--- src/keyframe_linear_sampler_assert.svh ---
// Assertion macros for the keyframe linear sampler.
`ifndef KEYFRAME_LINEAR_SAMPLER_ASSERT_SVH
`define KEYFRAME_LINEAR_SAMPLER_ASSERT_SVH

// Implication checked on every clock edge outside reset.
`define KLS_ASSERT_IMP(lbl, clk, rst_n, a, c) \
    lbl: assert property (@(posedge clk) disable iff (!rst_n) (a) |-> (c)) \
        else $error("assertion failed");

// Implication checked in the cycle after the antecedent.
`define KLS_ASSERT_NEXT(lbl, clk, rst_n, a, c) \
    lbl: assert property (@(posedge clk) disable iff (!rst_n) (a) |=> (c)) \
        else $error("assertion failed");

`endif

--- src/kls_pkg.sv ---
// Shared types and constants of the keyframe linear sampler.
package kls_pkg;
    localparam int KEYS_MAX = 256;
    localparam int IDX_W    = $clog2(KEYS_MAX);
    localparam int CNT_W    = IDX_W + 1;
    localparam int FUNC_LOAD   = 0;
    localparam int FUNC_SAMPLE = 1;
    localparam logic [0:0] CFG_KEY_COUNT = 1'b0;
    localparam logic [0:0] CFG_MIN_SPAN  = 1'b1;

    // Classified command between front and back
    typedef struct packed {
        logic                func;
        logic [IDX_W-1:0]    key_index;
        logic [31:0]         key_time;
        logic signed [31:0]  key_x;
        logic signed [31:0]  key_y;
        logic signed [31:0]  key_z;
        logic [31:0]         sample_time;
    } t_cmd;
endpackage

--- src/kls_front.sv ---
// Front: input acceptance and two-entry command queue.
module kls_front (
    input  logic           i_clk,
    input  logic           i_rst_n,
    input  logic           i_valid,
    output logic           o_ready,
    input  kls_pkg::t_cmd  i_cmd,
    output logic           o_valid,
    input  logic           i_ready,
    output kls_pkg::t_cmd  o_cmd
);
    kls_pkg::t_cmd r_q [2];
    logic          r_wp, r_rp;
    logic [1:0]    r_cnt;
    logic          w_push, w_pop;

    assign o_ready = (r_cnt != 2'd2);
    assign o_valid = (r_cnt != 2'd0);
    assign o_cmd   = r_q[r_rp];
    assign w_push  = i_valid && o_ready;
    assign w_pop   = o_valid && i_ready;

    // Queue pointers and count
    always_ff @(posedge i_clk) begin
        if (!i_rst_n) begin
            r_wp  <= 1'b0;
            r_rp  <= 1'b0;
            r_cnt <= 2'd0;
        end else begin
            if (w_push) r_wp <= ~r_wp;
            if (w_pop)  r_rp <= ~r_rp;
            r_cnt <= r_cnt + {1'b0, w_push} - {1'b0, w_pop};
        end
    end

    // Queue storage
    always_ff @(posedge i_clk) begin
        if (w_push) r_q[r_wp] <= i_cmd;
    end
endmodule

--- config.mk ---
export PLATFORM = sky130hd
export DESIGN_NAME = kls_front
export DESIGN_NICKNAME = d
export VERILOG_FILES = /design/src/keyframe_linear_sampler_assert.svh /design/src/kls_pkg.sv /design/src/kls_front.sv
export SDC_FILE = /design/constraint.sdc
export NUM_CORES = 1
export LEC_CHECK = 0
export BUFFER_PORTS_ARGS = -buffer_cell sky130_fd_sc_hd__buf_2
export CAP_MARGIN = 20
export CORE_UTILIZATION = 30
export CTS_BUF_LIST = sky130_fd_sc_hd__clkbuf_8
export CTS_CLUSTER_DIAMETER = 60
export DETAILED_ROUTE_END_ITERATION = 10
export GPL_ROUTABILITY_DRIVEN = 0
export MAX_ROUTING_LAYER = met4
export PLACE_DENSITY = 0.51
export REMOVE_ABC_BUFFERS = 1
export SLEW_MARGIN = 25
export SYNTH_ARGS = -nofsm -noshare
export SYNTH_HDL_FRONTEND = slang
export SYNTH_SLANG_ARGS = --single-unit
export TNS_END_PERCENT = 50
--- constraint.sdc ---
create_clock -name i_clk -period 21.5 [get_ports i_clk]
set_clock_uncertainty 0.2 [all_clocks]
set_input_delay 4.3 -clock i_clk [delete_from_list [all_inputs] [get_ports i_clk]]
set_output_delay 4.3 -clock i_clk [all_outputs]
set_load 0.005 [all_outputs]
==> flow_results.xml <==
<?xml version="1.0" encoding="UTF-8"?>
<metrics>
  <group name="run_status">
    <metric name="run_status" unit="">complete, no violations</metric>
  </group>
  <group name="global_routing">
    <metric name="grt_antenna_before_repair" unit="">5</metric>
    <metric name="grt_start_max_net_pins" unit="">69</metric>
    <metric name="grt_pass1_vias" unit="">6954</metric>
    <metric name="globalRoute.totalOverflow" unit="">0</metric>
    <metric name="grt_first_pass_wirelength" unit="um">39400</metric>
    <metric name="gr-usage-all-layers" unit="%">12.3</metric>
  </group>
  <group name="setup_path">
    <metric name="worstReg2RegEnd" unit="">r_q[0][27]</metric>
    <metric name="r2r_start" unit="">r_cnt[0]</metric>
    <metric name="cp-endpoint" unit="">o_cmd[57]</metric>
    <metric name="worst_setup_path_start_kind" unit="">flop</metric>
    <metric name="slowest_delay" unit="ns">0.83</metric>
    <metric name="crit_path_dat" unit="ns">2.76</metric>
    <metric name="worst-r2r-setup-slack" unit="ns">18.66</metric>
    <metric name="required" unit="ns">17.00</metric>
    <metric name="critical_path.cell_chain" unit="">buf_4 -&gt; mux2_2 -&gt; buf_2</metric>
    <metric name="cp-end-kind" unit="">output pin</metric>
    <metric name="critical_path_class" unit="">flop to output pin</metric>
    <metric name="largest_driver_fanout_on_the_critical_path" unit="">56</metric>
    <metric name="crit_path_top_delay_cell" unit="">sky130_fd_sc_hd__buf_4</metric>
    <metric name="r2r_cells" unit="">5</metric>
  </group>
  <group name="detailed_routing">
    <metric name="routed-via-count" unit="">6483</metric>
    <metric name="remaining_drc_errors" unit="">0</metric>
    <metric name="drtIter0Drc" unit="">290</metric>
    <metric name="wire_per_inst" unit="um">17.4</metric>
    <metric name="drt.antenna.violating_nets" unit="">0</metric>
    <metric name="detail_route.vias_per_cell" unit="">4.22</metric>
    <metric name="drt_pre_antenna_iters" unit="">4</metric>
    <metric name="wl" unit="um">26800</metric>
  </group>
  <group name="timing">
    <metric name="hold_slack" unit="ns">0.335</metric>
    <metric name="total_negative_slack_for_setup_checks" unit="ns">0</metric>
    <metric name="timing_hold_violations_final" unit="">0</metric>
    <metric name="setup_viol" unit="">0</metric>
    <metric name="fmax" unit="MHz">138</metric>
    <metric name="unrepaired_setup_endpoints_after_global_routing" unit="">false</metric>
    <metric name="layout_worst_path_cycle_share" unit="%">33.8</metric>
    <metric name="timing.max_slew.rel_slack" unit="%">32.5</metric>
    <metric name="worstMarginPinSlew" unit="ns">1.01</metric>
    <metric name="slew_violations" unit="">0</metric>
    <metric name="final_period_minus_worst_setup_slack" unit="ns">7.26</metric>
  </group>
  <group name="logic_synthesis">
    <metric name="seq_area_frac_synth" unit="%">79.8</metric>
    <metric name="yosys-top-cells-area" unit="">sky130_fd_sc_hd__edfxtp_1 (79%), sky130_fd_sc_hd__mux2_4 (12%), sky130_fd_sc_hd__mux2_2 (6.0%)</metric>
    <metric name="ffs_latches_synth" unit="">343</metric>
    <metric name="synth-async-reset-ratio" unit="%">0</metric>
    <metric name="synthDominantAreaCellType" unit="">sky130_fd_sc_hd__edfxtp_1</metric>
    <metric name="synth.top_cell.area_share" unit="%">79.0</metric>
    <metric name="postSynth.topFlopCell" unit="">sky130_fd_sc_hd__edfxtp_1</metric>
    <metric name="ys_warn_count" unit="">0</metric>
    <metric name="post-synth-top-count-cell" unit="">sky130_fd_sc_hd__edfxtp_1</metric>
    <metric name="netlist_area" unit="um^2">12800</metric>
    <metric name="synth_cells" unit="">550</metric>
    <metric name="synth-edff-count" unit="">338</metric>
    <metric name="avgSynthCellArea" unit="um^2">23.4</metric>
    <metric name="synth_cell_type_count" unit="">18</metric>
    <metric name="synth.cells.most_frequent" unit="">sky130_fd_sc_hd__edfxtp_1 (338), sky130_fd_sc_hd__mux2_4 (101), sky130_fd_sc_hd__mux2_2 (68)</metric>
  </group>
  <group name="clocking">
    <metric name="cts_num_sinks" unit="">343</metric>
    <metric name="cts_root_buffer_type" unit="">sky130_fd_sc_hd__clkbuf_8</metric>
    <metric name="cts.htree.levels" unit="">2</metric>
    <metric name="clock_latency_reported_for_the_late_side_of_the_worst_skew_pair" unit="ns">0.63</metric>
    <metric name="ctsHoldBuffers" unit="">0</metric>
    <metric name="cts_made_buffers" unit="">59</metric>
    <metric name="path_clk_slew" unit="ns">0.06</metric>
    <metric name="cts.repair_timing.setup_buffer_count" unit="">0</metric>
    <metric name="post_cts_resize_count" unit="">0</metric>
    <metric name="cts_tree" unit="">yes</metric>
    <metric name="clockBufferDepth" unit="">3</metric>
  </group>
  <group name="layout">
    <metric name="num-fill-cells" unit="">3951</metric>
    <metric name="nNetsFinal" unit="">1118</metric>
    <metric name="final_layout_size_suffix_gt1_share" unit="%">60.6</metric>
    <metric name="signed_area_change_from_the_synthesized_netlist_to_the_final_layout" unit="%">26.7</metric>
  </group>
  <group name="pwr">
    <metric name="power.density" unit="nW/um^2">113</metric>
    <metric name="p_clk_share" unit="%">30.1</metric>
    <metric name="maximum_vdd_drop" unit="uV">70.9</metric>
    <metric name="p_seq_share" unit="%">47.1</metric>
    <metric name="netSwitchingFraction" unit="%">26.6</metric>
    <metric name="power.static_leakage" unit="nW">6.25</metric>
    <metric name="p_int" unit="mW">1.36</metric>
    <metric name="combPwrFrac" unit="%">22.8</metric>
    <metric name="power.switching" unit="mW">0.491</metric>
  </group>
  <group name="run">
    <metric name="max_cap_violations" unit="">0</metric>
  </group>
  <group name="floorplan">
    <metric name="number_of_core_rows" unit="">75</metric>
    <metric name="core" unit="um^2">42100</metric>
    <metric name="floorplan.io_pins" unit="">344</metric>
    <metric name="floorplan.die_area" unit="um^2">43700</metric>
    <metric name="chipWidth" unit="um">209</metric>
    <metric name="die_y" unit="um">209</metric>
    <metric name="initial_core_util" unit="%">30.5</metric>
  </group>
  <group name="placement">
    <metric name="dpl_hpwl" unit="um">16900</metric>
    <metric name="port_buffer_count" unit="">343</metric>
  </group>
  <group name="worst_hold_path">
    <metric name="worstHoldPathType" unit="">flop to flop</metric>
  </group>
</metrics>
routing by layer:
layer	vias up	share of wire, %	GRT usage, %
met5	-	0	-
met1	3194	42	14.0
met2	236	48	19.0
met4	0	2.4	5.58
li1	2998	-	-
met3	55	8.4	4.90
stage by stage:
step | std cells | area (um^2) | utilization (%) | setup WS, ns | power [mW]
after global placement | 1420 | 15100 | 35.9 | 14.38 | 1.31
after CTS | 1530 | 16300 | 38.6 | 14.10 | 1.88
final | 1535 | 16300 | 38.6 | 14.24 | 1.85
after detailed placement | 1421 | 15200 | 36.0 | 14.78 | 1.32
after floorplan | 531 | 12700 | - | 9.19 | 1.21
after global routing | 1535 | 16300 | 38.6 | 14.04 | 1.94
how the worst min path moves through the flow:
stage | endpoint | startpoint | slack (ns) | depth (start not counted)
finish | r_wp | r_wp | 0.33 | 2
global placement | r_wp | r_wp | 0.31 | 2
CTS | r_wp | r_wp | 0.33 | 2
detailed placement | r_wp | r_wp | 0.32 | 2
global route | r_rp | r_rp | 0.38 | 2
floorplan | r_wp | r_wp | 0.25 | 2
power groups by stage:
stage	Sequential [mW]	Combinational [mW]	Clock, mW
floorplan	0.928	0.277	0
global placement	0.892	0.420	0
detailed placement	0.884	0.432	0
CTS	0.871	0.434	0.580
global route	0.879	0.456	0.607
finish	0.870	0.421	0.557
registers in the layout, indices dropped and copies added, names as in the netlist, named ones only:
signal  count
r_cnt       2
r_wp        1
r_q       338
r_rp        1
layout make-up:
type	instances	area (um^2)	area share, %
Clock buffer	59	812	4.99
Tap cell	539	674	4.14
Clock inverter	50	299	1.84
Antenna cell	5	12.5	0.0769
Sequential cell	343	10300	63.0
Timing Repair Buffer	351	1800	11.1
Inverter	1	3.75	0.0231
Multi-Input combinational cell	187	2420	14.9
critical path, delay by kind of cell (launching register included):
kind     cells  cell delay, ns
buf+inv      2            0.97
mux          1            0.41
flops        1            0.69
placed cells by master, fill, tap and decap left out, drive strengths merged:
cell	n
and3	1
buf	351
clkbuf	59
inv	18
nor2	1
nor2b	2
or2	1
ha	2
edfxtp	338
nand2b	2
nand2	2
mux2	169
mux2i	1
clkinv	26
o21a	1
diode	5
clkinvlp	4
bufinv	3
dfxtp	5
xnor2	3
and2	2
cells by family (layout without fill, tap and decap cells):
logic type,count (synthesis),count (layout),share of synthesized area (%)
flip-flops,343,343,79.8
AND/OR/NAND/NOR,11,11,0.477
other,0,5,0
AO/OA/AOI/OAI,1,1,0.0585
multiplexers,170,170,17.8
buffers and inverters,20,461,1.45
XOR/XNOR,3,3,0.205
adder cells (fa/ha/maj),2,2,0.195
Power figures use the tool's default switching activity.
